## src/rtl/mra_pkg.sv

```systemverilog
// Shared types, constants and character helpers for the name code encoder.
`default_nettype none

package mra_pkg;

  // Field widths.
  localparam int PointWidth = 21;
  localparam int CharWidth  = 7;
  localparam int LenWidth   = 3;
  localparam int CodeMax    = 6;
  localparam int CodeHalf   = 3;

  // Code point limits and the one special expansion.
  localparam logic [PointWidth-1:0] AsciiLimit = 21'h000080;
  localparam logic [PointWidth-1:0] SharpS     = 21'h0000DF;

  // Upper-case letters used by cleaning and coding.
  localparam logic [CharWidth-1:0] CharA = 7'h41;
  localparam logic [CharWidth-1:0] CharC = 7'h43;
  localparam logic [CharWidth-1:0] CharE = 7'h45;
  localparam logic [CharWidth-1:0] CharI = 7'h49;
  localparam logic [CharWidth-1:0] CharN = 7'h4E;
  localparam logic [CharWidth-1:0] CharO = 7'h4F;
  localparam logic [CharWidth-1:0] CharS = 7'h53;
  localparam logic [CharWidth-1:0] CharU = 7'h55;
  localparam logic [CharWidth-1:0] CharY = 7'h59;
  localparam logic [CharWidth-1:0] CharZ = 7'h5A;

  // Saturation limits of the running counts.
  localparam logic [1:0]          PointSat = 2'd2;
  localparam logic [LenWidth-1:0] KeptSat  = 3'd7;

  // Output of the cleaning step: zero, one or two copies of one character.
  typedef struct packed {
    logic [1:0]           count;
    logic [CharWidth-1:0] ch;
  } clean_t;

  // One item as the update logic sees it.
  typedef struct packed {
    logic   has_char;
    logic   last;
    clean_t clean;
  } step_t;

  // Running state of the word being coded.
  typedef struct packed {
    logic [1:0]                          point_count;
    logic                                any_cleaned;
    logic [CharWidth-1:0]                prev_kept;
    logic                                pair_open;
    logic [LenWidth-1:0]                 kept_count;
    logic [CodeMax-1:0][CharWidth-1:0]   code_store;
  } word_state_t;

  // One finished code; char0 sits in chars[0].
  typedef struct packed {
    logic [CodeMax-1:0][CharWidth-1:0] chars;
    logic [LenWidth-1:0]               code_length;
  } result_t;

  function automatic logic is_vowel(logic [CharWidth-1:0] c);
    return (c == CharA) || (c == CharE) || (c == CharI) || (c == CharO) || (c == CharU);
  endfunction

  function automatic logic is_upper(logic [CharWidth-1:0] c);
    return (c >= CharA) && (c <= CharZ);
  endfunction

  // Accent folding of U+00C0..U+00FF, indexed by the low five bits; zero means no fold.
  function automatic logic [CharWidth-1:0] fold_latin1(logic [4:0] idx);
    logic [CharWidth-1:0] r;
    case (idx) inside
      [5'd0:5'd5]:   r = CharA;
      5'd7:          r = CharC;
      [5'd8:5'd11]:  r = CharE;
      [5'd12:5'd15]: r = CharI;
      5'd17:         r = CharN;
      [5'd18:5'd22]: r = CharO;
      [5'd25:5'd28]: r = CharU;
      5'd29, 5'd31:  r = CharY;
      default:       r = '0;
    endcase
    return r;
  endfunction

  // Apply one cleaned character to the word state.
  function automatic word_state_t take_cleaned(word_state_t st, logic [CharWidth-1:0] c);
    word_state_t r;
    r = st;
    if (!(st.any_cleaned && is_vowel(c))) begin
      r.any_cleaned = 1'b1;
      if (st.pair_open && (st.prev_kept == c) && is_upper(c) && !is_vowel(c)) begin
        // Second half of a double consonant: swallow it and close the pair.
        r.pair_open = 1'b0;
      end else begin
        if (st.kept_count < LenWidth'(CodeMax)) begin
          for (int k = 0; k < CodeMax; k++) begin
            if (st.kept_count == LenWidth'(k)) begin
              r.code_store[k] = c;
            end
          end
        end else begin
          // Past six characters the tail slides to keep the latest three.
          for (int k = CodeHalf; k < CodeMax - 1; k++) begin
            r.code_store[k] = st.code_store[k+1];
          end
          r.code_store[CodeMax-1] = c;
        end
        if (st.kept_count < KeptSat) begin
          r.kept_count = st.kept_count + 1'b1;
        end
        r.prev_kept = c;
        r.pair_open = 1'b1;
      end
    end
    return r;
  endfunction

endpackage

`default_nettype wire

```

## src/rtl/mra_clean.sv

```systemverilog
// Cleaning of one code point into zero, one or two characters, with letters raised to upper case.
`default_nettype none

module point_cleaner (
  input  wire logic [mra_pkg::PointWidth-1:0] code_point,
  output mra_pkg::clean_t                     clean
);
  import mra_pkg::*;

  logic [CharWidth-1:0] ascii_ch;
  logic [CharWidth-1:0] folded;

  // Accent folding for the Latin ranges that have one.
  always_comb begin
    folded = '0;
    if (code_point[PointWidth-1:6] == 15'h0003) begin
      folded = fold_latin1(code_point[4:0]);
    end else if (code_point[PointWidth-1:1] == 20'h000A8) begin
      folded = CharO;
    end else if (code_point[PointWidth-1:1] == 20'h000B8) begin
      folded = CharU;
    end else if ((code_point >= 21'h000176) && (code_point <= 21'h000178)) begin
      folded = CharY;
    end
  end

  // ASCII is raised to upper case; the listed punctuation and whitespace are dropped.
  always_comb begin
    ascii_ch = code_point[CharWidth-1:0];
    if ((ascii_ch >= 7'h61) && (ascii_ch <= 7'h7A)) begin
      ascii_ch = ascii_ch & ~7'h20;
    end
    clean = '0;
    if (code_point < AsciiLimit) begin
      case (code_point[CharWidth-1:0]) inside
        // Hyphen, ampersand, apostrophe, period, comma, space, TAB..CR.
        7'h2D, 7'h26, 7'h27, 7'h2E, 7'h2C, 7'h20, [7'h09:7'h0D]: clean = '0;
        default: begin
          clean.count = 2'd1;
          clean.ch    = ascii_ch;
        end
      endcase
    end else if (code_point == SharpS) begin
      clean.count = 2'd2;
      clean.ch    = CharS;
    end else if (folded != '0) begin
      clean.count = 2'd1;
      clean.ch    = folded;
    end
  end

endmodule

`default_nettype wire

```

## src/rtl/mra_core.sv

```systemverilog
// Running word state: vowel removal, double collapse and code assembly.
`default_nettype none

module mra_core (
  input  wire logic            clk,
  input  wire logic            rst,
  input  wire logic            advance,
  input  wire mra_pkg::step_t  step,
  output mra_pkg::result_t     result
);
  import mra_pkg::*;

  word_state_t state;
  word_state_t mid;
  word_state_t state_next;
  logic [LenWidth-1:0] len;

  // Apply the item's cleaned characters, one after the other.
  always_comb begin
    mid = state;
    if (step.has_char) begin
      if (state.point_count < PointSat) begin
        mid.point_count = state.point_count + 1'b1;
      end
      if (step.clean.count != 2'd0) begin
        mid = take_cleaned(mid, step.clean.ch);
      end
      if (step.clean.count == 2'd2) begin
        mid = take_cleaned(mid, step.clean.ch);
      end
    end
    state_next = step.last ? '0 : mid;
  end

  // Finished code from the state after this item.
  always_comb begin
    len = (mid.kept_count < LenWidth'(CodeMax)) ? mid.kept_count : LenWidth'(CodeMax);
    if (mid.point_count < PointSat) begin
      len = '0;
    end
    result.code_length = len;
    for (int k = 0; k < CodeMax; k++) begin
      result.chars[k] = (LenWidth'(k) < len) ? mid.code_store[k] : '0;
    end
  end

  // State register, cleared at reset and after every word end.
  always_ff @(posedge clk) begin
    if (rst) begin
      state <= '0;
    end else if (advance) begin
      state <= state_next;
    end
  end

  a_clear_after_word: assert property (@(posedge clk) disable iff (rst)
    advance && step.last |=> (state.kept_count == '0) && (state.point_count == '0))
    else $error("word state not cleared after word end");

  a_pair_needs_char: assert property (@(posedge clk) disable iff (rst)
    state.pair_open |-> (state.kept_count != '0))
    else $error("pair open with no kept character");

  a_kept_needs_clean: assert property (@(posedge clk) disable iff (rst)
    (state.kept_count != '0) |-> state.any_cleaned)
    else $error("kept characters without any cleaned character");

endmodule

`default_nettype wire

```

## src/rtl/match_rating_encoder.sv

```systemverilog
// Top level of the name code encoder: input register, update logic, result register.
//
// Input channel (s_*): one decoded code point per transfer. s_tdata[20:0] is the
// code point, s_tuser says whether the code point is valid (0 for an end-only
// item), and s_tlast marks the last item of a word.
// Output channel (m_*): one transfer per word, issued for each input item with
// s_tlast set. m_tdata carries the code length and the six code characters.
// Throughput: one input item per cycle, sustained, as long as results drain.
// The result of a word is registered in the result register when its last item
// leaves the input register, and the output transfer is made from that register.
// The input register is one item deep; the result register holds one code.
// If the receiver stalls, a finished code stays in the result register; items
// that produce no result keep flowing, and the first end-of-word item then
// waits in the input register, which holds s_tready low.
// Reset clears both registers and the word state; the next word starts empty.
`default_nettype none

module match_rating_encoder (
  input  wire logic        clk,
  input  wire logic        rst,
  input  wire logic        s_tvalid,
  output logic             s_tready,
  input  wire logic [23:0] s_tdata,   // code_point [20:0], zero fill [23:21]
  input  wire logic        s_tuser,   // has_char [0]
  input  wire logic        s_tlast,
  output logic             m_tvalid,
  input  wire logic        m_tready,
  output logic [47:0]      m_tdata    // code_length [2:0], char0..char5 [44:3], zero fill
);
  import mra_pkg::*;

  logic                  in_valid;
  logic [PointWidth-1:0] in_cp;
  logic                  in_has;
  logic                  in_last;
  logic                  advance;
  clean_t                clean;
  step_t                 step;
  result_t               result;
  result_t               out_result;

  // An item leaves the input register unless it ends a word and the result slot is busy.
  assign advance  = in_valid && (!in_last || !m_tvalid || m_tready);
  assign s_tready = !in_valid || advance;

  // Input register.
  always_ff @(posedge clk) begin
    if (rst) begin
      in_valid <= 1'b0;
    end else if (s_tready) begin
      in_valid <= s_tvalid;
    end
  end

  always_ff @(posedge clk) begin
    if (s_tvalid && s_tready) begin
      in_cp   <= s_tdata[PointWidth-1:0];
      in_has  <= s_tuser;
      in_last <= s_tlast;
    end
  end

  point_cleaner u_clean (
    .code_point (in_cp),
    .clean      (clean)
  );

  assign step = '{has_char: in_has, last: in_last, clean: clean};

  mra_core u_core (
    .clk     (clk),
    .rst     (rst),
    .advance (advance),
    .step    (step),
    .result  (result)
  );

  // Result register.
  always_ff @(posedge clk) begin
    if (rst) begin
      m_tvalid <= 1'b0;
    end else if (advance && in_last) begin
      m_tvalid <= 1'b1;
    end else if (m_tready) begin
      m_tvalid <= 1'b0;
    end
  end

  always_ff @(posedge clk) begin
    if (advance && in_last) begin
      out_result <= result;
    end
  end

  assign m_tdata = {3'b000, out_result};

  a_ready_when_empty: assert property (@(posedge clk) disable iff (rst)
    !s_tready |-> in_valid && in_last && m_tvalid)
    else $error("input stalled without a pending word end");

  a_word_end_result: assert property (@(posedge clk) disable iff (rst)
    advance && in_last |=> m_tvalid)
    else $error("word end produced no result");

  a_empty_code_zero: assert property (@(posedge clk) disable iff (rst)
    m_tvalid && (m_tdata[2:0] == 3'd0) |-> (m_tdata[44:3] == '0))
    else $error("empty code carries characters");

endmodule

`default_nettype wire
```

## config.mk

```make
export PLATFORM = sky130hd
export DESIGN_NAME = match_rating_encoder
export DESIGN_NICKNAME = d
export VERILOG_FILES = /design/src/rtl/mra_pkg.sv /design/src/rtl/mra_clean.sv /design/src/rtl/mra_core.sv /design/src/rtl/match_rating_encoder.sv
export SDC_FILE = /design/constraint.sdc
export NUM_CORES = 1
export LEC_CHECK = 0
export ABC_AREA = 1
export BUFFER_PORTS_ARGS = -buffer_cell sky130_fd_sc_hd__buf_2
export CAP_MARGIN = 20
export CORE_ASPECT_RATIO = 0.6
export CORE_MARGIN = 4
export CORE_UTILIZATION = 54
export DETAILED_ROUTE_END_ITERATION = 8
export GPL_ROUTABILITY_DRIVEN = 0
export PLACE_DENSITY_LB_ADDON = 0.25
export SLEW_MARGIN = 0
export SYNTH_ARGS = -nofsm -noshare
export SYNTH_HDL_FRONTEND = slang
export SYNTH_HIERARCHICAL = 1
export SYNTH_SLANG_ARGS = --single-unit
```

## constraint.sdc

```tcl
create_clock -name clk -period 3.6 [get_ports clk]
set_clock_uncertainty 0.2 [all_clocks]
set_input_delay 0.36 -clock clk [delete_from_list [all_inputs] [get_ports clk]]
set_output_delay 0.36 -clock clk [all_outputs]
set_load 0.005 [all_outputs]
```

==> run_results.csv, run 1 <==
group,metric,value,unit
run_status,outcome,"finished, violations left",
run_status,failed_checks,"design-rule violations, negative setup slack",
sta,slew_headroom,0.3001,
route,ant_nets,0,
layout,diodes,0,
layout,nets,1361,
sta,finalSetupViolations,98,
critical_path,reg2reg_to,"m_tdata[40]$_DFFE_PP_",
layout,area_delta_synth_final,45.86,%
route,wl_per_cell,21.80,um
sta,clock.fmax,0.2142,GHz
floorplanning,fp.dieW,163.7,um
worst_hold_path,hold_depth,4,
floorplanning,die_y,101.4,um
critical_path,crit_family,"simple AND/OR/NAND/NOR gates",
critical_path,r2r_slack,-1.07,ns
critical_path,start_kind,"flip-flop",
flow_run,cap_violations,0,
sta,timing.final.ws_setup,-1.068,ns
route,via_per_inst,6.504,
critical_path,reg2reg_depth,25,
clocking,worstSkewPairLatency,0.42,ns
synth,ys_ff_latch,126,
synth,ys_types,44,
clocking,htreeDepth,4,
synth,yosysSeqAreaShare,0.4079,
power_and_ir_drop,ir_worst_vdd,0.0003165,V
placement,dpl.cell_count,1420,
critical_path,worst_ep_arrival_time,4.63,ns
power_and_ir_drop,power,3747,uW
route,drt_iter0_markers,1932,
route,route.detailed.drc,1,
power_and_ir_drop,swShare,0.2486,
power_and_ir_drop,p_int,2816,uW
grt,track_usage,0.3175,
placement,portBuffers,73,
critical_path,path_buf_inv,4,
critical_path,critPathKind,"reg -> reg",
synth,yosysWarningCount,6,
floorplanning,coreArea,13960,sq um
sta,timing.hold.ws,0.06791,ns
grt,grt_max_degree,47,
clocking,clockBufferDepth,2,
clocking,cts_buffers,17,
clocking,clock_sinks,126,
critical_path,cpPeakStageDelay,0.43,ns
route,drt-total-wl,33.26,mm
synth,synthCells,1111,
placement,hpwl,16.48,mm
floorplanning,core.rowCount,33,
synth,syn_area_per_cell,7.068,sq um
route,dr.pass1.iters,9,
critical_path,cp.required,3.56,ns
power_and_ir_drop,p_seq_frac,0.419,
synth,synth_area,7853,sq um
layout,drive_gt1_frac,0.3771,
sta,min_period,4.668,ns
grt,grt_pass1_wl,41.56,mm
critical_path,r2r-start,"in_cp[7]$_DFFE_PP_",
critical_path,end_kind,"flip-flop",
floorplanning,die_area,16600,sq um
power_and_ir_drop,p_leak,0.004880,uW
worst_hold_path,hold_class,"in -> reg",
grt,grt_pass1_vias,8288,
clocking,clockRootBuffer,"clkbuf_16",
power_and_ir_drop,combPwrFrac,0.085,
floorplanning,start_util,0.5627,
sta,rsz0062_at_grt,"true",
sta,hold_violations,0,
sta,finalCritPeriodShare,1.297,
sta,finalMaxSlewViolations,0,
sta,tightestPinTransition,1.050,ns
grt,antenna_found_initial,0,
route,vias,9925,
worst_hold_path,hold_path.startpoint,"m_tready",
power_and_ir_drop,switchingPower,931.6,uW
clocking,cts_tree,"yes",
layout,final_common_cell,"nand2_1",
clocking,clk_pin_slew_worst_paths,0.06,ns
worst_hold_path,holdPathEnd,"in_valid$_SDFFE_PP0P_",
critical_path,worst_path_max_delay_cell,"edfxtp_1",
critical_path,crit_path_max_fanout,7,
floorplanning,pin_count,80,
placement,preCtsSetupSlack,-0.4638,ns
layout,finalNonFillerCells,1526,
layout,mostFrequentLayoutCells,"nand2_1, buf_4, inv_1",
power_and_ir_drop,p_per_area,327.2,nW/um^2
grt,gr-total-overflow,0,
power_and_ir_drop,clockPowerShare,0.497,
-- power by group through the flow --
stage | Clock (uW) | Sequential (uW) | Combinational [uW]
after floorplan | 0 | 1590 | 134
after global placement | 0 | 1590 | 210
after detailed placement | 0 | 1590 | 214
after CTS | 1840 | 1560 | 258
after global routing | 1930 | 1570 | 332
final | 1860 | 1570 | 317
-- how the worst max path moves through the flow --
stage | endpoint | cells after the start | slack (ns) | startpoint
global placement | m_tdata[6]$_DFFE_PP_ | 23 | -0.32 | in_cp[13]$_DFFE_PP_
finish | m_tdata[40]$_DFFE_PP_ | 25 | -1.07 | in_cp[7]$_DFFE_PP_
floorplan | m_tdata[6]$_DFFE_PP_ | 29 | -0.06 | in_cp[7]$_DFFE_PP_
global route | m_tdata[44]$_DFFE_PP_ | 28 | -1.05 | in_cp[7]$_DFFE_PP_
detailed placement | m_tdata[5]$_DFFE_PP_ | 25 | -0.46 | in_cp[19]$_DFFE_PP_
CTS | m_tdata[42]$_DFFE_PP_ | 27 | -0.24 | in_cp[20]$_DFFE_PP_
-- logic make-up after synthesis --
logic type / synth area share
and+or+nand+nor: 0.3561
adders and majority gates: 0.01593
other: 0.0004776
xor gates and xnor gates: 0.005577
DFF: 0.4079
AOI/OAI and AO/OA: 0.1138
buffers and inverters: 0.1002
-- final cells by class --
class / instances / area (sq um)
Fill cell: 744 / 2502
Clock buffer: 19 / 432.9
Clock inverter: 13 / 186.4
Sequential cell: 126 / 3203
Inverter: 132 / 548.0
Multi-Input combinational cell: 803 / 4942
Tap cell: 192 / 240.2
Timing Repair Buffer: 241 / 1901
-- tightest hold or removal path: cells and delay by family --
family	cells	cell delay, ns
AOI/OAI and AO/OA	1	0.05
buffers and inverters	2	0.13
and+or+nand+nor	1	0.10
-- routing by layer --
layer | GRT usage | routed length, um
met3 | 0.09435 | 4914
met1 | 0.4376 | 12020
met4 | 0.1037 | 2695
met5 | 0 | 0
met2 | 0.4837 | 13630
-- synthesized netlist by cell type (all sizes together) --
cell | n | area share
ha | 10 | 0.016
a32oi | 4 | 0.0045
o21bai | 2 | 0.0033
o211ai | 8 | 0.0076
nand2 | 334 | 0.17
or2 | 2 | 0.0016
dfxtp | 58 | 0.15
a2111oi | 1 | 0.0011
edfxtp | 68 | 0.26
a21oi | 84 | 0.054
conb | 1 | 0.00048
nand3b | 1 | 0.00096
xnor2 | 4 | 0.0045
a31oi | 2 | 0.0016
nor3 | 5 | 0.0065
buf | 29 | 0.024
nor2 | 99 | 0.052
o21a | 1 | 0.00096
a211oi | 1 | 0.00096
inv | 132 | 0.064
xor2 | 1 | 0.0011
nand4 | 4 | 0.0040
clkbuf | 25 | 0.012
o21ai | 61 | 0.039
nand3 | 173 | 0.12
o22ai | 1 | 0.00080
-- registers in the layout (all words and copies together), names as in the netlist --
register      flops
u_core/state     56
m_tvalid          1
in_valid          1
m_tdata          45
in_last           1
in_has            1
in_cp            21
-- stage by stage --
| step | setup TNS, ns | utilization | area, sq um |
|---|---|---|---|
| floorplan | -0.5103 | - | 7935 |
| global placement | -18.48 | 0.6443 | 8991 |
| detailed placement | -28.43 | 0.6443 | 8991 |
| CTS | -12.14 | 0.7471 | 10430 |
| global route | -85.71 | 0.8207 | 11450 |
| finish | -86.52 | 0.8207 | 11450 |
-- timing repair --
action                                 in CTS  in global routing
pin swaps                                  43                 91
setup buffers                              29                 21
hold buffers                               24                  0
gates cloned                                2                  0
setup endpoints to repair                  97                 98
resized for setup                          95                200
endpoints found under the hold margin      24                  0
(Power assumes the default switching activity.)
==> run 2: changes to the inputs <==
BUFFER_PORTS_ARGS = -buffer_cell sky130_fd_sc_hd__buf_4   (was -buffer_cell sky130_fd_sc_hd__buf_2)
==> run 2 against run 1 <==
Effect of this change:
- the flow finishes with violations (negative setup slack)
- hold slack worse by 0.0098 ns
- count of clock-buffer cells in the layout shrank 2
- critical path depth grew 2
- largest cell class unchanged
- largest power group unchanged
==> run_results.csv, run 2 (same netlist as run 1, synthesis figures left out) <==
group,metric,value,unit
sta,rsz0062_at_grt,"true",
power_and_ir_drop,p_per_area,326.3,nW/um^2
floorplanning,core.rowCount,33,
floorplanning,coreArea,13960,sq um
grt,grt_max_degree,59,
layout,drive_gt1_frac,0.3545,
sta,setup_tns,-66.40,ns
floorplanning,die_area,16600,sq um
layout,diodes,0,
floorplanning,fp.dieW,163.7,um
critical_path,crit_path_max_fanout,7,
sta,finalSetupViolations,98,
route,route.detailed.drc,0,
placement,portBuffers,73,
placement,dpl_cell_area,9146,sq um
route,wl_met1,11.37,mm
route,drt_iter0_markers,1545,
grt,antenna_found_initial,0,
clocking,htreeDepth,4,
run_status,failed_checks,"negative setup slack",
route,via_per_inst,6.145,
sta,finalCritPeriodShare,1.238,
clocking,clockBufferDepth,2,
floorplanning,pin_count,80,
placement,preCtsSetupSlack,-0.4933,ns
sta,hold_violations,0,
route,highest_layer,"met4",
layout,stdcell_area,11160,sq um
layout,mostFrequentLayoutCells,"nand2_1, buf_4, inv_1, nand3_1, nor2_1",
sta,slew_headroom,0.3291,
clocking,clockRootBuffer,"clkbuf_16",
critical_path,cp.required,3.68,ns
layout,regMostFlops,"u_core/state",
placement,hpwl,15.79,mm
critical_path,worst_ep_arrival_time,4.53,ns
route,dr_wl_met2,12.53,mm
critical_path,critPathKind,"reg -> reg",
critical_path,start_kind,"flip-flop",
route,vias,9224,
sta,timing.final.ws_setup,-0.8585,ns
route,dr.pass1.iters,7,
grt,gr-total-overflow,0,
route,wl_met3,4.084,mm
worst_hold_path,hold_class,"in -> reg",
run_status,outcome,"finished, violations left",
route,drt-total-wl,29.80,mm
floorplanning,die_y,101.4,um
route,wl_per_cell,19.86,um
flow_run,cap_violations,0,
power_and_ir_drop,p_leak,0.004792,uW
clocking,worstSkewPairLatency,0.43,ns
clocking,cts_tree,"yes",
power_and_ir_drop,ir_worst_vdd,0.0002931,V
clocking,clk_pin_slew_worst_paths,0.07,ns
grt,grt_pass1_wl,40.10,mm
route,ant_nets,0,
sta,min_period,4.459,ns
layout,nets,1336,
sta,finalMaxSlewViolations,0,
clocking,cts_buffers,17,
sta,clock.fmax,0.2243,GHz
sta,tightestPinTransition,1.006,ns
critical_path,end_kind,"flip-flop",
grt,grt_pass1_vias,8003,
layout,largest_reg_flops,56,
grt,track_usage,0.3053,
clocking,clock_sinks,126,
layout,area_delta_synth_final,42.15,%
layout,final_common_cell,"nand2_1",
floorplanning,start_util,0.5627,
[run 2: cell types whose count changed in the layout (fill, tap and decap cells not counted), moves of 8 or more]
cell	previous run	this run
nand2_2	40	48
buf_6	25	16
nand3_4	16	8
o21ai_2	9	0
buf_2	73	0
buf_4	107	170
[run 2: what timing repair did]
action / CTS / global route
hold buffers: 24 / 0
endpoints found under the setup margin: 98 / 98
setup buffers: 16 / 16
resized for setup: 121 / 118
hold endpoints to repair: 24 / 0
gates cloned: 1 / 0
pin swaps: 58 / 57
[run 2: through the flow]
stage | util | std cells | hold WS (ns) | power (uW)
floorplan | - | 1113 | 0.2224 | 1724
global placement | 0.6554 | 1413 | 0.2520 | 1814
detailed placement | 0.6554 | 1413 | 0.2558 | 1818
CTS | 0.7591 | 1485 | 0.05988 | 3587
global route | 0.7998 | 1501 | 0.08494 | 3727
finish | 0.7998 | 1501 | 0.05811 | 3642
[run 2: area by class of cell]
type                            count  area [sq um]
Multi-Input combinational cell    801          4760
Sequential cell                   126          3203
Fill cell                         824          2794
Timing Repair Buffer              217          1817
Inverter                          132         535.5
Clock buffer                       17         425.4
Tap cell                          192         240.2
Clock inverter                     15         172.7
Timing Repair inverter              1         8.758
[run 2: worst max-delay path, cell delays in order (launching register included)]
cell      delay (ns)
edfxtp_1        0.46
nor2_1          0.16
nand2_1         0.13
nor2_4          0.17
nand2_2         0.12
nor2_4          0.17
nand2_2         0.10
buf_6           0.14
buf_6           0.11
nor2_4          0.24
nand2_1         0.13
nand2_1         0.10
nand2_2         0.08
nor2_4          0.17
nand3_2         0.13
o21bai_4        0.23
nand2_2         0.12
nand2_4         0.13
inv_2           0.09
buf_4           0.16
a21oi_1         0.21
nand2_2         0.11
nand2_4         0.15
nand2_4         0.09
inv_4           0.11
nand2_4         0.06
buf_12          0.14
a21oi_2         0.13
[run 2: final timing paths]
| kind | cells after the start | start | slack, ns | end |
|---|---|---|---|---|
| hold reg to reg | 2 | u_core/state[24]$_SDFFE_PP0P_ | 0.27 | u_core/state[24]$_SDFFE_PP0P_ |
| setup reg to reg | 27 | in_cp[13]$_DFFE_PP_ | -0.86 | m_tdata[23]$_DFFE_PP_ |
| setup / recovery | 27 | in_cp[13]$_DFFE_PP_ | -0.86 | m_tdata[23]$_DFFE_PP_ |
| hold / removal | 4 | m_tready | 0.06 | in_valid$_SDFFE_PP0P_ |
[run 2: where the power goes]
| group | internal (uW) | switching (uW) | total, uW |
|---|---|---|---|
| registers | 1540 | 24.1 | 1570 |
| clock network | 1040 | 737 | 1780 |
| logic | 112 | 184 | 296 |
| total | 2700 | 946 | 3640 |
[run 2: routing by layer]
| metal | vias up | GRT usage |
|---|---|---|
| li1 | 4007 | - |
| met3 | 220 | 0.09638 |
| met2 | 809 | 0.4529 |
| met1 | 4188 | 0.4170 |
| met4 | 0 | 0.1237 |
| met5 | - | 0 |
